==> src/rtl/integer_pixel_replication_upscaler_assert.svh <==
// ----------------------------------------------------------------------------
// Assertion macros for the integer pixel replication upscaler
// Clocked implication checks with reset disable, same and next cycle forms.
// ----------------------------------------------------------------------------
`ifndef INTEGER_PIXEL_REPLICATION_UPSCALER_ASSERT_SVH
`define INTEGER_PIXEL_REPLICATION_UPSCALER_ASSERT_SVH

// Antecedent implies consequent in the same cycle.
`define IPRU_ASSERT_SAME(label, clk, rst_n, ante, cons) \
    label: assert property (@(posedge clk) disable iff (!(rst_n)) (ante) |-> (cons)) \
        else $error("ipru assertion failed");

// Antecedent implies consequent in the next cycle.
`define IPRU_ASSERT_NEXT(label, clk, rst_n, ante, cons) \
    label: assert property (@(posedge clk) disable iff (!(rst_n)) (ante) |=> (cons)) \
        else $error("ipru assertion failed");

`endif

==> src/rtl/ipru_pkg.sv <==
// ----------------------------------------------------------------------------
// ipru_pkg
// Shared types and constants of the integer pixel replication upscaler.
// ----------------------------------------------------------------------------
`default_nettype none

package ipru_pkg;

    localparam int CFG_DIM_W   = 7;
    localparam int CFG_SCALE_W = 5;
    localparam int PIXEL_W     = 8;
    localparam int CMD_W       = 2;
    localparam int APB_DATA_W  = 32;
    localparam int APB_ADDR_W  = 4;
    localparam int REG_IDX_W   = 2;

    typedef enum logic [CMD_W-1:0] {
        CMD_LOAD    = 2'd0,
        CMD_PULL    = 2'd1,
        CMD_RESTART = 2'd2,
        CMD_NOP     = 2'd3
    } t_command;

    typedef enum logic [REG_IDX_W-1:0] {
        REG_IMAGE_ROWS = 2'd0,
        REG_IMAGE_COLS = 2'd1,
        REG_ROW_SCALE  = 2'd2,
        REG_COL_SCALE  = 2'd3
    } t_reg_idx;

    typedef struct packed {
        logic [CFG_DIM_W-1:0]   image_rows;
        logic [CFG_DIM_W-1:0]   image_cols;
        logic [CFG_SCALE_W-1:0] row_scale;
        logic [CFG_SCALE_W-1:0] col_scale;
    } t_cfg;

    // controller -> datapath
    typedef struct packed {
        logic load_we;
        logic restart;
        logic pull;
        logic out_load;
    } t_dp_cmd;

    // datapath -> controller
    typedef struct packed {
        logic load_full;
    } t_dp_status;

endpackage

`default_nettype wire

==> src/rtl/ipru_regs.sv <==
// ----------------------------------------------------------------------------
// ipru_regs
// APB register file: image size and scale factors, reset to 1.
// ----------------------------------------------------------------------------
`default_nettype none

module ipru_regs
    import ipru_pkg::*;
(
    input  wire logic                  i_clk,
    input  wire logic                  i_rst_n,
    input  wire logic                  psel,
    input  wire logic                  penable,
    input  wire logic                  pwrite,
    input  wire logic [APB_ADDR_W-1:0] paddr,
    input  wire logic [APB_DATA_W-1:0] pwdata,
    output logic      [APB_DATA_W-1:0] prdata,
    output logic                       pready,
    output t_cfg                       o_cfg
);

    t_cfg     r_cfg, n_cfg;
    t_reg_idx reg_idx;
    logic     wr_en;

    assign pready  = 1'b1;
    assign wr_en   = psel & penable & pwrite;
    assign reg_idx = t_reg_idx'(paddr[APB_ADDR_W-1:2]);

    always_comb begin
        n_cfg = r_cfg;
        if (wr_en) begin
            unique case (reg_idx)
                REG_IMAGE_ROWS: n_cfg.image_rows = pwdata[CFG_DIM_W-1:0];
                REG_IMAGE_COLS: n_cfg.image_cols = pwdata[CFG_DIM_W-1:0];
                REG_ROW_SCALE:  n_cfg.row_scale  = pwdata[CFG_SCALE_W-1:0];
                REG_COL_SCALE:  n_cfg.col_scale  = pwdata[CFG_SCALE_W-1:0];
            endcase
        end
    end

    always_comb begin
        unique case (reg_idx)
            REG_IMAGE_ROWS: prdata = APB_DATA_W'(r_cfg.image_rows);
            REG_IMAGE_COLS: prdata = APB_DATA_W'(r_cfg.image_cols);
            REG_ROW_SCALE:  prdata = APB_DATA_W'(r_cfg.row_scale);
            REG_COL_SCALE:  prdata = APB_DATA_W'(r_cfg.col_scale);
        endcase
    end

    always_ff @(posedge i_clk) begin
        if (!i_rst_n) begin
            r_cfg.image_rows <= CFG_DIM_W'(1);
            r_cfg.image_cols <= CFG_DIM_W'(1);
            r_cfg.row_scale  <= CFG_SCALE_W'(1);
            r_cfg.col_scale  <= CFG_SCALE_W'(1);
        end else begin
            r_cfg <= n_cfg;
        end
    end

    assign o_cfg = r_cfg;

endmodule

`default_nettype wire

==> config.mk <==
export PLATFORM = sky130hd
export DESIGN_NAME = ipru_regs
export DESIGN_NICKNAME = d
export VERILOG_FILES = /design/src/rtl/integer_pixel_replication_upscaler_assert.svh /design/src/rtl/ipru_pkg.sv /design/src/rtl/ipru_regs.sv
export SDC_FILE = /design/constraint.sdc
export NUM_CORES = 1
export LEC_CHECK = 0
export ABC_CLOCK_PERIOD_IN_PS = 3950
export BUFFER_PORTS_ARGS = -buffer_cell sky130_fd_sc_hd__buf_4
export CORE_ASPECT_RATIO = 1.1
export CORE_UTILIZATION = 43
export DETAILED_ROUTE_END_ITERATION = 6
export GPL_ROUTABILITY_DRIVEN = 0
export PLACE_DENSITY = 0.85
export SLEW_MARGIN = 15
export SYNTH_ARGS = -nofsm -noshare
export SYNTH_HDL_FRONTEND = slang
export SYNTH_SLANG_ARGS = --single-unit
==> constraint.sdc <==
create_clock -name i_clk -period 3.95 [get_ports i_clk]
set_input_delay 0.9875 -clock i_clk [delete_from_list [all_inputs] [get_ports i_clk]]
set_output_delay 0.9875 -clock i_clk [all_outputs]
set_load 0.01 [all_outputs]
Word-level counts from Yosys, hierarchy flattened
Cells that the tools add are included.
- word-level logic and storage cells: 15
- output and inout bits: 57
- register bits: 24
- input port bits: 41
- equality and inequality tests: 3
- bitwise logic cells: 2
- mux-type cells: 1
- reductions and logical operators: 5
- operators with widths (operator ; number):
    $pmux W32 S4 ; 1
    $reduce_and A2 Y1 ; 4
    $eq A2 B2 Y1 const B ; 2
    $and A1 B1 Y1 ; 2
    $eq A2 B1 Y1 const B ; 1
    $logic_not A2 Y1 ; 1

Depth between registers and ports, before layout
- depth after elaboration: 3
- gate-level depth with buffers: 5
- depth with buffers taken out: 3

Worst setup path before layout
OpenSTA, ideal clock, no wires.
- path type: in2out
- from: input paddr[3]
- to: output prdata[0]
- stages: 2
- path slack: 1.210 ns
- arrival: 1.752 ns
- cells stage by stage: buf_4 mux4_1
- longest elaborated chain between the ends: 2
- RTL lines (item ; line ; text):
    start, declared ; ipru_regs.sv:15 ; input wire logic [APB_ADDR_W-1:0] paddr,
    $eq A2 B2 Y1 (tied with other cells) ; ipru_regs.sv:43 ; unique case (reg_idx)
    $pmux W32 S4 (*) ; ipru_regs.sv:43 ;
    end, declared ; ipru_regs.sv:17 ; output logic [APB_DATA_W-1:0] prdata,
Every way passes the cells marked *; elsewhere a longest branch is shown, timed or not. The select of a mux whose other input is x is not followed.

Worst setup path in the final report
Ends and elaborated chain as after synthesis.

==> results.json <==
{
  "comb_power_share_pct": 13.4,
  "clkTransAtPathRegs_ps": 130,
  "die_h_um": 59.8,
  "finalPower_mw": 0.406,
  "status": "finished, final reports clean",
  "cts_hold_buf": 0,
  "setup.worst_path.end_class": "output port",
  "cts_tree": "done",
  "required_ps": 2960,
  "leakage_nw": 0.780,
  "cts_made_buffers": 3,
  "grt-ovfl-total": 0,
  "antenna_found_initial": 0,
  "cts_max_level": 1,
  "cts_buffer_depth": 2,
  "first_global_vias": 801,
  "fin_skew_ps": 0,
  "hold_class": "register to register",
  "seq_area_frac_synth_pct": 36.7,
  "portBuffers": 44,
  "largest_register_ffs": 24,
  "detail-route-antenna-nets": 0,
  "power_density_nw_per_um2": 262,
  "setup_viol": 0,
  "clock-sinks": 24,
  "antenna_cells": 0,
  "worst_pin_slew_ps": 507,
  "met1_usage_pct": 21.2,
  "wl_mm": 2.55,
  "vias_per_cell": 4.78,
  "ios": 98,
  "grt_max_degree": 32,
  "drive_above_1_share_pct": 29.8,
  "std_cell_rows": 20,
  "cts_setup_buffers": 0,
  "cts-root-buf": "clkbuf_4",
  "grtUsageTotal_pct": 16.0,
  "met2_usage_pct": 26.1,
  "synth_seq_cells": 24,
  "busiest_layer": "met2",
  "grt_pass1_wl_mm": 3.77,
  "fin_cells": 201,
  "wl_per_cell_um": 12.7,
  "ir_worst_vdd_v": 0.000233,
  "netSwitchingPower_mw": 0.104,
  "synthesis.area_sq_um": 1310,
  "nets": 211,
  "rsz0062_at_grt": "no",
  "die_area_sq_um": 3270,
  "area_delta_synth_final_pct": 18.6,
  "drv_slew": 0,
  "dp_hpwl_mm": 1.87,
  "first_iter_violations": 22,
  "seqPwrFrac_pct": 60.9,
  "hold_violations": 0,
  "initial_core_util_pct": 46.2,
  "num_vias": 961,
  "fp.dieW_um": 54.6,
  "critical_path_class": "input pin to output port",
  "cts_resized": 0,
  "fin_crit_sh_pct": 73.6,
  "maxSlewHeadroom_pct": 66.1,
  "cp.arrival_ps": 1920,
  "min_period_ps": 2910,
  "p_int_mw": 0.302,
  "pwr-share-clk_pct": 25.7,
  "maxCapViolCount": 0,
  "critical_path.max_fanout": 10,
  "yosysWarnings": 0,
  "grt.met3_usage_pct": 2.04,
  "synth_area_per_cell_sq_um": 10.1,
  "drc": 0,
  "dr.pass1.iters": 4,
  "fin_tns_setup_ps": 0,
  "clk_latency_ps": 300,
  "coreArea_sq_um": 2830,
  "postSynthCellCount": 130,
  "dp.cells": 198,
  "fmaxAchievable_mhz": 344,
  "startpoint_type": "input pin",
  "synth_cell_types": 18,
  "p_sw_share_pct": 25.6
}
-- area by class of cell --
cell class	count	area (sq um)
sequential	24	480
clock buffer	3	22.5
inverter	1	3.75
fill	258	1280
multi-input combinational	96	672
tap	33	41.3
timing repair buffer	44	330
-- cells in the mapped netlist --
cell	instances	area [sq um]
nor3_4	1	16.3
buf_4	27	203
or2_1	1	6.26
clkbuf_1	3	11.3
inv_2	1	3.75
dfxtp_1	24	480
buf_2	1	5.00
nor2_1	2	7.51
nand4_1	1	6.26
mux4_1	5	131
conb_1	2	7.51
buf_6	2	22.5
nor2b_1	5	31.3
nand3_1	1	5.00
mux2i_1	26	260
nor2_2	1	6.26
or3_1	1	6.26
nand2_1	26	97.6
-- logic make-up (layout without fill, tap and decap cells) --
family	after synthesis	after routing	synth area share, %
buffers and inverters	34	48	18.8
and+or+nand+nor	39	39	14.0
muxes	31	31	30.0
other	2	26	0.574
DFF	24	24	36.7
-- power by group through the flow --
| stage | Sequential [mW] | Combinational [mW] | Clock, mW |
|---|---|---|---|
| floorplan | 0.254 | 0.0533 | 0 |
| global placement | 0.253 | 0.0530 | 0 |
| detailed placement | 0.253 | 0.0542 | 0 |
| CTS | 0.248 | 0.0543 | 0.102 |
| global route | 0.248 | 0.0599 | 0.117 |
| finish | 0.248 | 0.0542 | 0.104 |
-- layout by cell type (no fill, tap or decap), drive strengths merged --
cell type and count:
buf 44, mux2i 26, nand2 26, conb 26, dfxtp 24, mux4 5
nor2b 5, clkbuf 3, nor2 3, inv 1, nand3 1, or3 1
nand4 1, or2 1, nor3 1
-- metrics by stage --
step	cell area, sq um	hold WS [ps]	setup slack, ps	util [%]
finish	1550	482	1040	54.8
global route	1550	506	1020	54.8
CTS	1550	485	1030	54.8
detailed placement	1530	468	1040	54.0
global placement	1530	458	1050	54.0
floorplan	1400	487	1210	-
-- metal layers --
metal	wire, um	vias up
met3	124	4
met4	31	0
li1	-	459
met5	0	-
met2	1270	49
met1	1130	449
-- path summary, 6_finish.rpt --
| path | from | end | slack (ps) | depth (start not counted) |
|---|---|---|---|---|
| worst min register to register | o_cfg[6] | o_cfg[6] | 480 | 2 |
| worst min-delay path | o_cfg[6] | o_cfg[6] | 480 | 2 |
| worst max register to register | o_cfg[10] | o_cfg[10] | 3280 | 2 |
| worst max-delay path | paddr[3] | prdata[0] | 1040 | 3 |
-- critical path: stages --
cell and delay, ps:
buf_4 180, mux4_1 580, buf_4 160
Power figures use the tool's default switching activity.
