File: config.mk
export PLATFORM = sky130hd
export DESIGN_NAME = ipru_ctrl
export DESIGN_NICKNAME = d
export VERILOG_FILES = /design/src/rtl/ipru_pkg.sv /design/src/rtl/ipru_ctrl.sv
export VERILOG_INCLUDE_DIRS = /design/src /design/src/rtl
export SDC_FILE = /design/constraint.sdc
export NUM_CORES = 1
export LEC_CHECK = 0
export BUFFER_PORTS_ARGS = -buffer_cell sky130_fd_sc_hd__buf_4
export CORE_AREA = 3 3 40 42
export DETAILED_ROUTE_END_ITERATION = 10
export DIE_AREA = 0 0 43 45
export PLACE_DENSITY_LB_ADDON = 0.12
export SYNTH_ARGS = -nofsm -noshare
export SYNTH_HDL_FRONTEND = slang
export SYNTH_SLANG_ARGS = --single-unit
File: constraint.sdc
create_clock -name i_clk -period 0.9 [get_ports i_clk]
set_input_delay 0.045 -clock i_clk [delete_from_list [all_inputs] [get_ports i_clk]]
set_output_delay 0.045 -clock i_clk [all_outputs]
set_load 0.02 [all_outputs]
File: src/rtl/integer_pixel_replication_upscaler_assert.svh
// ----------------------------------------------------------------------------
// Assertion macros for the integer pixel replication upscaler
// Clocked implication checks with reset disable, same and next cycle forms.
// ----------------------------------------------------------------------------
`ifndef INTEGER_PIXEL_REPLICATION_UPSCALER_ASSERT_SVH
`define INTEGER_PIXEL_REPLICATION_UPSCALER_ASSERT_SVH

// Antecedent implies consequent in the same cycle.
`define IPRU_ASSERT_SAME(label, clk, rst_n, ante, cons) \
    label: assert property (@(posedge clk) disable iff (!(rst_n)) (ante) |-> (cons)) \
        else $error("ipru assertion failed");

// Antecedent implies consequent in the next cycle.
`define IPRU_ASSERT_NEXT(label, clk, rst_n, ante, cons) \
    label: assert property (@(posedge clk) disable iff (!(rst_n)) (ante) |=> (cons)) \
        else $error("ipru assertion failed");

`endif

File: src/rtl/ipru_pkg.sv
// ----------------------------------------------------------------------------
// ipru_pkg
// Shared types and constants of the integer pixel replication upscaler.
// ----------------------------------------------------------------------------
`default_nettype none

package ipru_pkg;

    localparam int CFG_DIM_W   = 7;
    localparam int CFG_SCALE_W = 5;
    localparam int PIXEL_W     = 8;
    localparam int CMD_W       = 2;
    localparam int APB_DATA_W  = 32;
    localparam int APB_ADDR_W  = 4;
    localparam int REG_IDX_W   = 2;

    typedef enum logic [CMD_W-1:0] {
        CMD_LOAD    = 2'd0,
        CMD_PULL    = 2'd1,
        CMD_RESTART = 2'd2,
        CMD_NOP     = 2'd3
    } t_command;

    typedef enum logic [REG_IDX_W-1:0] {
        REG_IMAGE_ROWS = 2'd0,
        REG_IMAGE_COLS = 2'd1,
        REG_ROW_SCALE  = 2'd2,
        REG_COL_SCALE  = 2'd3
    } t_reg_idx;

    typedef struct packed {
        logic [CFG_DIM_W-1:0]   image_rows;
        logic [CFG_DIM_W-1:0]   image_cols;
        logic [CFG_SCALE_W-1:0] row_scale;
        logic [CFG_SCALE_W-1:0] col_scale;
    } t_cfg;

    // controller -> datapath
    typedef struct packed {
        logic load_we;
        logic restart;
        logic pull;
        logic out_load;
    } t_dp_cmd;

    // datapath -> controller
    typedef struct packed {
        logic load_full;
    } t_dp_status;

endpackage

`default_nettype wire

File: src/rtl/ipru_ctrl.sv
// ----------------------------------------------------------------------------
// ipru_ctrl
// Command decode, frame store read sequencing and output register handshake.
// ----------------------------------------------------------------------------
`default_nettype none
`include "integer_pixel_replication_upscaler_assert.svh"

module ipru_ctrl
    import ipru_pkg::*;
(
    input  wire logic             i_clk,
    input  wire logic             i_rst_n,
    input  wire logic             i_in_valid,
    output logic                  o_in_ready,
    input  wire logic [CMD_W-1:0] i_command,
    output logic                  o_out_valid,
    input  wire logic             i_out_ready,
    output t_dp_cmd               o_cmd,
    input  wire t_dp_status       i_status
);

    typedef enum logic [1:0] {
        S_IDLE = 2'b01,
        S_READ = 2'b10
    } t_state;

    t_state   r_state, n_state;
    logic     r_out_valid, n_out_valid;
    logic     in_accept;
    logic     out_free;
    t_command cmd_code;

    assign cmd_code   = t_command'(i_command);
    assign o_in_ready = (r_state == S_IDLE);
    assign in_accept  = i_in_valid & o_in_ready;
    assign out_free   = ~r_out_valid | i_out_ready;

    always_comb begin
        o_cmd.load_we  = in_accept && (cmd_code == CMD_LOAD) && !i_status.load_full;
        o_cmd.restart  = in_accept && (cmd_code == CMD_RESTART);
        o_cmd.pull     = in_accept && (cmd_code == CMD_PULL);
        o_cmd.out_load = (r_state == S_READ) && out_free;
    end

    always_comb begin
        n_state = r_state;
        unique case (r_state)
            S_IDLE: begin
                if (o_cmd.pull) begin
                    n_state = S_READ;
                end
            end
            S_READ: begin
                if (out_free) begin
                    n_state = S_IDLE;
                end
            end
            default: n_state = S_IDLE;
        endcase
    end

    always_comb begin
        priority if (o_cmd.out_load) begin
            n_out_valid = 1'b1;
        end else if (i_out_ready) begin
            n_out_valid = 1'b0;
        end else begin
            n_out_valid = r_out_valid;
        end
    end

    always_ff @(posedge i_clk) begin
        if (!i_rst_n) begin
            r_state     <= S_IDLE;
            r_out_valid <= 1'b0;
        end else begin
            r_state     <= n_state;
            r_out_valid <= n_out_valid;
        end
    end

    assign o_out_valid = r_out_valid;

    `IPRU_ASSERT_NEXT(a_pull_enters_read, i_clk, i_rst_n, o_cmd.pull, r_state == S_READ)
    `IPRU_ASSERT_NEXT(a_load_shows_result, i_clk, i_rst_n, o_cmd.out_load, r_out_valid)
    `IPRU_ASSERT_NEXT(a_read_waits_on_stall, i_clk, i_rst_n,
        (r_state == S_READ) && r_out_valid && !i_out_ready,
        (r_state == S_READ) && r_out_valid)
    `IPRU_ASSERT_SAME(a_no_accept_in_read, i_clk, i_rst_n,
        r_state == S_READ, !o_cmd.pull && !o_cmd.load_we && !o_cmd.restart)

endmodule

`default_nettype wire

# Word level (Yosys, flattened, before mapping)

Index checks and enable logic that the tools add are counted.

Register bits: 3
Logic and storage cells: 25
Output and inout port bits: 6

Reduce and logical (&&, ||, !) cells: 9
Equality and inequality tests: 6
Muxes and demuxes: 5
Bitwise gates (word level): 3

Operators with widths:

| cell               | count |
|---|---|
| $logic_and 1x1->1  | 5 |
| $eq 2x1->1 const B | 2 |
| $eq 2x2->1 const B | 2 |
| $mux 2             | 2 |
| $pmux 2 s2         | 1 |
| $logic_not 2->1    | 1 |
| $mux 1             | 2 |
| $ne 2x1->1 const B | 1 |
| $ne 2x2->1 const B | 1 |
| $reduce_and 2->1   | 1 |
| $reduce_bool 2->1  | 1 |
| $and 1x1->1        | 1 |
| $logic_not 1->1    | 1 |
| $not 1->1          | 1 |
| $or 1x1->1         | 1 |

# Logic depth before layout (Yosys ltp)

Gate-level depths: netlist (run 1).

Depth in word-level cells: 5
Mapped depth: 3
Gate-level depth less buffers: 3

# Worst setup path before layout (run 1)

Ideal clock, no wire load.

Kind: register to output
From: reg r_state[1]
To: out o_cmd[3] (netlist bit)
Path buffers: 0
Data required time: 0.855 ns
Cell stages (with the launch flop): 3
Arrival time: 1.099 ns
Path slack: -0.244 ns
Cell sequence: dfxtp_1 -> nand3b_4 -> nor4_1

RTL lines:

| item                   | RTL line        | text |
|---|---|---|
| from (decl)            | ipru_ctrl.sv:27 | `t_state r_state, n_state;` |
| from (signal assigned) | ipru_ctrl.sv:77 | `r_state <= n_state;` |
| to (decl)              | ipru_ctrl.sv:18 | `output t_dp_cmd o_cmd,` |

==> impl_metrics.env, run 1 <==
export IMPL_outcome="finished with violations"
export IMPL_failed_checks="negative setup slack"
export IMPL_numCtsBuffers=3
export IMPL_top_level_ports=13
export IMPL_gp_congestion=0.580
export IMPL_drt_vias_per_instance=3.62
export IMPL_die_x_um=43
export IMPL_die_h_um=45
export IMPL_synth_fp_nets=23
export IMPL_synthAdderAreaFrac=0
export IMPL_finalCriticalPeriod_ns=1.13
export IMPL_antenna_found_initial=0
export IMPL_cap_violations=0
export IMPL_dp_cells=42
export IMPL_timing_fmax_ghz=0.886
export IMPL_power_switching_uw=110
export IMPL_finalWorstSetupSlack_ns=-0.229
export IMPL_core_area_um2=1280
export IMPL_cts_num_sinks=3
export IMPL_grt_use_total=0.0524
export IMPL_fill_cells=144
export IMPL_yosys_warnings=0
export IMPL_clock_latency_ns=0.23
export IMPL_num_vias=181
export IMPL_p_int_uw=357
export IMPL_initial_core_util=0.135
export IMPL_syn_to_final_growth_pct=114
export IMPL_avgRoutedWirePerCell_um=8.58
export IMPL_arrival_ns=1.08
export IMPL_worstPathMaxFanout=3
export IMPL_fin_area_um2=373
export IMPL_cp_slowest_cell="dfxtp_2"
export IMPL_leakagePower_uw=0.000167
export IMPL_synth_compound_area_frac=0.115
export IMPL_startpoint_type="flop"
export IMPL_stdcell_count=50
export IMPL_hp_class="in -> reg"
export IMPL_fin_crit_sh=1.25
export IMPL_slew_viol_final=0
export IMPL_yosys_area_share_xor_xnor=0
export IMPL_grt_pass1_wl_um=683
export IMPL_synthMuxAreaShare=0
export IMPL_grt_overflow=0
export IMPL_grt_max_degree=4
export IMPL_hold_viol=0
export IMPL_tritoncts="built"
export IMPL_grt_setup_unrepaired="yes"
export IMPL_p_seq_frac=0.298
export IMPL_synth_top_family_by_area="simple AND/OR/NAND/NOR gates"
export IMPL_synth_seq_cells=3
export IMPL_tightest_slew_ns=0.195
export IMPL_cpPeakStageDelay_ns=0.31
export IMPL_die_area_um2=1940
export IMPL_critPathBufInv=1
export IMPL_cts_max_level=1
export IMPL_critical_path_required_ns=0.85
export IMPL_std_cell_rows=13
export IMPL_clk_pin_slew_worst_paths_ns=0.04
export IMPL_slew_headroom=0.869
export IMPL_clk_path_buf_depth=2
export IMPL_p_total_uw=467
export IMPL_drt_first_pass_iters=1
export IMPL_seq_area_frac_synth=0.345
export IMPL_syn_cell_area_um2=174
export IMPL_cp_top_family="simple AND/OR/NAND/NOR gates"
export IMPL_nets=43
export IMPL_skew_ns=0.00387
export IMPL_power_density_nw_per_um2=1250
export IMPL_placed_area_um2=287
export IMPL_worstSetupEndpointType="output port"
export IMPL_synth_cell_types=13
export IMPL_syn_inst=16
export IMPL_layout_drive_gt1_share=0.800
export IMPL_fin_tns_setup_ns=-1.21
export IMPL_drt_initial_drc_count=0
export IMPL_insertedDiodeCount=0
export IMPL_ant_nets=0
export IMPL_hpwl_um=330
export IMPL_comb_power_share=0.190
export IMPL_netSwitchingFraction=0.236
export IMPL_max_vdd_ir_drop_uv=896
export IMPL_finalSetupViolations=7
export IMPL_port_buffers=12
export IMPL_path_class="reg -> out"
export IMPL_post_place_ws_ns=-0.0913
export IMPL_path_cells="nand3b_4 -> nor3b_4 -> buf_6"
export IMPL_cts_root_buffer="clkbuf_4"
export IMPL_p_clk_frac=0.512
export IMPL_wl_um=429
export IMPL_synth_simple_area_share=0.496
export IMPL_grt_pass1_vias=157
export IMPL_drcViolationCount=0
export IMPL_avgSynthCellArea_um2=10.9
==> metal layers <==
layer,GRT usage,share of wire,up-vias
met5,0,0,-
met4,0.0181,0,0
met3,0.0518,0.17,0
met2,0.0569,0.39,12
met1,0.0671,0.44,77
li1,-,-,92
==> cell families (layout without fill, tap and decap cells) <==
logic type / count (synthesis) / after routing
AND/OR/NAND/NOR: 9 / 9
AO/OA/AOI/OAI: 3 / 3
flip-flops: 3 / 3
buffers and inverters: 1 / 20
==> power groups by stage <==
| stage | sequential, µW | combinational [µW] | clock, µW |
|---|---|---|---|
| after floorplan | 140 | 32.4 | 0 |
| after global placement | 141 | 71.1 | 0 |
| after detailed placement | 141 | 71.8 | 0 |
| after CTS | 139 | 81.4 | 251 |
| after global routing | 139 | 93.6 | 282 |
| final | 139 | 88.4 | 239 |
==> synth_stat cells <==
master    n  area share
nor4_1    1       0.036
nand2b_1  1       0.036
or2b_2    1       0.050
nor3b_1   1       0.043
a21boi_1  1       0.043
o21a_1    1       0.043
o21ai_1   1       0.029
dfxtp_1   3        0.35
nor2_2    1       0.036
buf_4     1       0.043
nor3b_4   1        0.11
nor2b_1   2       0.072
nand3b_4  1        0.12
==> final timing paths <==
path                                                from                       end  slack (ns)  cells after the start
worst max-delay path             r_state[1]$_SDFFE_PN0P_                  o_cmd[1]       -0.23                      3
worst min-delay path                         i_out_ready  o_out_valid$_SDFFE_PN0P_        0.14                      3
worst max register to register   r_state[1]$_SDFFE_PN0P_   r_state[1]$_SDFFE_PN0P_       -0.12                      4
worst min register to register  o_out_valid$_SDFFE_PN0P_  o_out_valid$_SDFFE_PN0P_        0.53                      2
==> state kept, by name, indices dropped and copies added, names as in the netlist <==
name	cells
o_out_valid	1
r_state	2
==> placed cells by master (no fill, tap or decap), drive strengths merged <==
| master | netlist | routed |
|---|---|---|
| nor2 | 1 | 1 |
| dlygate4sd3 | 0 | 1 |
| buf | 1 | 15 |
| dfxtp | 3 | 3 |
| o21a | 1 | 1 |
| nand2b | 1 | 1 |
| nor4 | 1 | 1 |
| or2b | 1 | 1 |
| nand3b | 1 | 1 |
| clkbuf | 0 | 4 |
| a21boi | 1 | 1 |
| nor3b | 2 | 2 |
| nor2b | 2 | 2 |
| o21ai | 1 | 1 |
==> worst reg2reg max path: cells and delay by family, from the launching register on <==
kind | cells | cell delay [ns]
AND/OR/NAND/NOR | 2 | 0.40
flip-flops | 1 | 0.31
buffers and inverters | 1 | 0.15
AO/OA/AOI/OAI | 1 | 0.10
==> final cells by class <==
class | instances | area [µm²] | share of cell area
well taps | 15 | 18.8 | 0.0503
multi-input cells | 12 | 131 | 0.352
flip-flops and latches | 3 | 62.6 | 0.168
repair buffers | 16 | 134 | 0.359
clock buffers | 4 | 26.3 | 0.0705
==> what timing repair did <==
| action | 4_1_cts | 5_1_grt |
|---|---|---|
| hold buffers | 1 | 0 |
| pin swaps | 1 | 1 |
| endpoints found under the setup margin | 7 | 7 |
| hold endpoints to repair | 1 | 0 |
| setup buffers | 2 | 2 |
| gates resized for setup | 4 | 5 |
==> stage by stage <==
step | hold WS (ns) | util
2_1_floorplan | 0.125 | -
5_1_grt | 0.137 | 0.290
4_1_cts | 0.133 | 0.270
3_3_place_gp | 0.241 | 0.223
3_5_place_dp | 0.248 | 0.223
6_report | 0.136 | 0.290
Note: power is estimated with default switching activity, not from simulation.
==> run 2, diff against run 1 <==
Settings changed: CTS_CLUSTER_SIZE from default to 20, REMOVE_ABC_BUFFERS from default to 1, SKIP_LAST_GASP from default to 1.
==> run 2 against run 1 <==
Compared with the run above: the flow still finishes with violations (negative setup slack); final cell count is 2.0% lower; register-to-register slack hardly changed; power is 3.4% lower.
==> impl_metrics.env, run 2 (same netlist as run 1, synthesis figures left out) <==
export IMPL_top_layer="met3"
export IMPL_grt_pass1_wl_um=703
export IMPL_grt_pass1_vias=184
export IMPL_clk_pin_slew_worst_paths_ns=0.03
export IMPL_top_register="r_state"
export IMPL_skew_ns=0.000276
export IMPL_fin_crit_sh=1.26
export IMPL_holdPathEnd="o_out_valid$_SDFFE_PN0P_"
export IMPL_drt_met1_wl_um=162
export IMPL_cts_root_buffer="clkbuf_4"
export IMPL_top_level_ports=13
export IMPL_cap_violations=0
export IMPL_slew_viol_final=0
export IMPL_hp_class="in -> reg"
export IMPL_r2r_start="r_state[1]$_SDFFE_PN0P_"
export IMPL_worstSetupEndpointType="output port"
export IMPL_layout_drive_gt1_share=0.735
export IMPL_holdCritStartpoint="i_out_ready"
export IMPL_std_cell_rows=13
export IMPL_route_met3_wl_um=35
export IMPL_initial_core_util=0.135
export IMPL_critical_path_required_ns=0.85
export IMPL_drt_vias_per_instance=3.59
export IMPL_clock_latency_ns=0.23
export IMPL_final_common_cell="buf_4"
export IMPL_path_class="reg -> out"
export IMPL_avgRoutedWirePerCell_um=9.88
export IMPL_gp_congestion=0.547
export IMPL_die_x_um=43
export IMPL_finish_utilization=0.279
export IMPL_cts_max_level=1
export IMPL_die_area_um2=1940
export IMPL_drt_first_pass_iters=2
export IMPL_p_total_uw=451
export IMPL_placed_area_um2=275
export IMPL_grt_setup_unrepaired="yes"
export IMPL_ff2ff_setup_slack_ns=-0.13
export IMPL_finalSetupViolations=7
export IMPL_finalCriticalPeriod_ns=1.14
export IMPL_tightest_slew_ns=0.197
export IMPL_fin_tns_setup_ns=-1.14
export IMPL_worstPathMaxFanout=3
export IMPL_drcViolationCount=0
export IMPL_die_h_um=45
export IMPL_numCtsBuffers=3
export IMPL_slew_headroom=0.868
export IMPL_num_vias=176
export IMPL_clk_path_buf_depth=2
export IMPL_grt_overflow=0
export IMPL_hold_viol=0
export IMPL_outcome="finished with violations"
export IMPL_failed_checks="negative setup slack"
export IMPL_tritoncts="built"
export IMPL_cts_num_sinks=3
export IMPL_ant_nets=0
export IMPL_largest_register_ffs=2
export IMPL_route_met2_wl_um=286
export IMPL_antenna_found_initial=0
export IMPL_leakagePower_uw=0.000150
export IMPL_drt_initial_drc_count=1
export IMPL_port_buffers=12
export IMPL_hpwl_um=405
export IMPL_min_delay_path_depth=3
export IMPL_nets=42
export IMPL_r2r_end="r_state[0]$_SDFFE_PN1P_"
export IMPL_grt_max_degree=4
export IMPL_timing_fmax_ghz=0.880
export IMPL_grt_use_total=0.0541
export IMPL_startpoint_type="flop"
export IMPL_reg2regPathDepth=4
export IMPL_core_area_um2=1280
export IMPL_arrival_ns=1.09
export IMPL_wl_um=484
export IMPL_fin_area_um2=359
export IMPL_power_density_nw_per_um2=1260
export IMPL_max_vdd_ir_drop_uv=326
export IMPL_mostFrequentLayoutCells="12 x buf_4, 3 x clkbuf_4, 2 x nor2b_1, 2 x buf_6, 2 x dfxtp_2"
export IMPL_syn_to_final_growth_pct=106
export IMPL_finalWorstSetupSlack_ns=-0.237
export IMPL_insertedDiodeCount=0
export IMPL_fill_cells=141
export IMPL_post_place_ws_ns=-0.0737
==> run 2: how the worst max path moves through the flow <==
stage / start / end / slack (ns)
floorplan: r_state[1]$_SDFFE_PN0P_ / o_cmd[3] / -0.24
finish: r_state[1]$_SDFFE_PN0P_ / o_cmd[1] / -0.24
global placement: r_state[1]$_SDFFE_PN0P_ / o_cmd[0] / -0.08
CTS: r_state[1]$_SDFFE_PN0P_ / o_cmd[1] / -0.24
global route: r_state[1]$_SDFFE_PN0P_ / o_cmd[1] / -0.29
detailed placement: r_state[1]$_SDFFE_PN0P_ / o_cmd[0] / -0.07
==> run 2: through the flow <==
step / cells / hold WS, ns
6_report: 49 / 0.148
4_1_cts: 49 / 0.146
3_3_place_gp: 42 / 0.237
5_1_grt: 49 / 0.163
2_1_floorplan: 15 / 0.125
3_5_place_dp: 42 / 0.241
==> run 2: cell type report <==
type,count,area [µm²],area share
multi-input combinational,12,129,0.359
clock buffer,4,26.3,0.0732
timing repair buffer,15,123,0.341
tap,15,18.8,0.0523
sequential,3,62.6,0.174
==> run 2: power by group <==
group | leakage (µW) | total [µW] | switching (µW) | internal [µW]
clock network | 0.0000150 | 227 | 61.5 | 166
registers | 0.0000244 | 139 | 2.14 | 137
logic | 0.000111 | 84.9 | 36.9 | 48.0
==> run 2: routing by layer <==
metal	up-vias	track usage
li1	91	-
met1	80	0.0386
met2	5	0.108
met3	0	0.0159
met4	0	0.0542
met5	-	0
==> run 2: critical path, stage by stage, from the launching register on <==
cell,delay (ns)
dfxtp_2,0.31
nand3b_4,0.19
nor3b_4,0.22
buf_6,0.14
==> run 2: what timing repair did <==
action | 4_1_cts | 5_1_grt
endpoints found under the setup margin | 7 | 8
setup buffers | 2 | 0
hold buffers | 1 | 0
gates resized for setup | 5 | 3
pin swaps | 3 | 2
hold endpoints to repair | 1 | 0
==> run 3, diff against run 2 <==
Settings changed: MAX_ROUTING_LAYER from default to met4.
Clock period 0.9 ns to 1.06 ns, I/O delays scaled along.
==> run 3 against run 2 <==
Compared with the run above: largest power group unchanged; critical path depth unchanged; clock power decreased by 13%; clock skew increased by 0.0048 ns; critical endpoint unchanged; count of clock-buffer cells in the layout unchanged; combinational power decreased by 16%; largest cell class unchanged; design area increased by 2.1%; highest routed layer unchanged; the run still ends with negative setup slack left; die area unchanged; power decreased by 14%; first-iteration DRC count decreased by 100%; non-clock buffer count unchanged; setup slack improved by 0.15 ns; sequential power decreased by 15%.
==> impl_metrics.env, run 3 (same netlist as run 1, synthesis figures left out) <==
export IMPL_outcome="finished with violations"
export IMPL_failed_checks="negative setup slack"
export IMPL_largest_register_ffs=2
export IMPL_tightest_slew_ns=0.188
export IMPL_drt_vias_per_instance=3.65
export IMPL_worstSetupEndpointType="output port"
export IMPL_skew_ns=0.00509
export IMPL_core_area_um2=1280
export IMPL_grt_use_total=0.0548
export IMPL_cts_root_buffer="clkbuf_4"
export IMPL_syn_to_final_growth_pct=111
export IMPL_die_x_um=43
export IMPL_drt_initial_drc_count=0
export IMPL_drt_met1_wl_um=156
export IMPL_fin_tns_setup_ns=-0.257
export IMPL_mostFrequentLayoutCells="12 x buf_4, 3 x clkbuf_4, 2 x buf_6, 2 x dfxtp_2"
export IMPL_layout_drive_gt1_share=0.765
export IMPL_hold_viol=0
export IMPL_stdcell_count=49
export IMPL_grt_setup_unrepaired="yes"
export IMPL_timing_fmax_ghz=0.871
export IMPL_p_seq_frac=0.305
export IMPL_netSwitchingFraction=0.230
export IMPL_final_common_cell="buf_4"
export IMPL_power_switching_uw=89.0
export IMPL_grt_pass1_wl_um=738
export IMPL_die_area_um2=1940
export IMPL_ff2ff_setup_slack_ns=0.03
export IMPL_arrival_ns=1.09
export IMPL_post_place_ws_ns=0.0763
export IMPL_finalCriticalPeriod_ns=1.15
export IMPL_path_class="reg -> out"
export IMPL_cap_violations=0
export IMPL_holdWs_ns=0.182
export IMPL_nets=42
export IMPL_port_buffers=12
export IMPL_finalWorstSetupSlack_ns=-0.0878
export IMPL_leakagePower_uw=0.000158
export IMPL_num_vias=179
export IMPL_finalSetupViolations=4
export IMPL_route_met3_wl_um=32
export IMPL_ant_nets=0
export IMPL_top_register="r_state"
export IMPL_p_total_uw=387
export IMPL_clk_pin_slew_worst_paths_ns=0.04
export IMPL_max_vdd_ir_drop_uv=402
export IMPL_insertedDiodeCount=0
export IMPL_power_density_nw_per_um2=1060
export IMPL_slew_headroom=0.874
export IMPL_cts_max_level=1
export IMPL_p_int_uw=298
export IMPL_numCtsBuffers=3
export IMPL_antenna_found_initial=0
export IMPL_clock_latency_ns=0.23
export IMPL_worstPathMaxFanout=3
export IMPL_std_cell_rows=13
export IMPL_top_level_ports=13
export IMPL_slew_viol_final=0
export IMPL_top_layer="met3"
export IMPL_wl_um=452
export IMPL_critical_path_required_ns=1.01
export IMPL_avgRoutedWirePerCell_um=9.22
export IMPL_die_h_um=45
export IMPL_gp_congestion=0.549
export IMPL_fin_crit_sh=1.08
export IMPL_drt_first_pass_iters=1
export IMPL_hp_class="in -> reg"
export IMPL_initial_core_util=0.135
export IMPL_route_met2_wl_um=263
export IMPL_startpoint_type="flop"
export IMPL_p_clk_frac=0.510
export IMPL_tritoncts="built"
export IMPL_cts_num_sinks=3
export IMPL_comb_power_share=0.185
export IMPL_drcViolationCount=0
export IMPL_dp_cells=42
export IMPL_grt_overflow=0
export IMPL_grt_max_degree=4
export IMPL_grt_pass1_vias=196
export IMPL_clk_path_buf_depth=2
[run 3: cell counts in the layout (fill, tap and decap cells not counted)]
Identical to the previous run, type by type.
[run 3: layout make-up]
cell class                      instances  area (µm²)
Sequential cell                         3        62.6
Clock buffer                            4        26.3
Multi-Input combinational cell         12         136
Timing Repair Buffer                   15         123
Tap cell                               15        18.8
Fill cell                             148         918
[run 3: power by group through the flow]
stage | combinational (µW) | sequential [µW] | clock (µW)
after detailed placement | 58.3 | 119 | 0
final | 71.7 | 118 | 197
after global routing | 76.7 | 118 | 207
after floorplan | 25.6 | 119 | 0
after CTS | 68.2 | 118 | 208
after global placement | 57.4 | 119 | 0
[run 3: layer usage]
layer,GRT usage,vias to the layer above
met4,0.0542,0
met3,0.0159,0
met1,0.0529,82
li1,-,92
met5,-,-
met2,0.0868,5
[run 3: timing repair]
action / in CTS / in global routing
hold buffers: 1 / 0
gates resized for setup: 6 / 4
pin swaps: 1 / 3
buffers inserted: 2 / 0
endpoints found under the setup margin: 4 / 6
endpoints found under the hold margin: 1 / 0
[run 3: worst max-delay path, stage by stage, from the launching register on]
cell	delay, ns
dfxtp_2	0.31
nand3b_4	0.18
nor3b_4	0.22
buf_6	0.15
[run 3: path summary, 6_finish.rpt]
check	from	end	cells past startpoint
worst max register to register	r_state[1]$_SDFFE_PN0P_	r_state[0]$_SDFFE_PN1P_	4
worst min-delay path	i_out_ready	o_out_valid$_SDFFE_PN0P_	3
worst max-delay path	r_state[1]$_SDFFE_PN0P_	o_cmd[1]	3
worst min register to register	o_out_valid$_SDFFE_PN0P_	o_out_valid$_SDFFE_PN0P_	2
[run 3: stage by stage]
stage | util | cell area [µm²]
2_1_floorplan | - | 166
3_3_place_gp | 0.214 | 275
3_5_place_dp | 0.214 | 275
4_1_cts | 0.270 | 347
5_1_grt | 0.285 | 367
6_report | 0.285 | 367
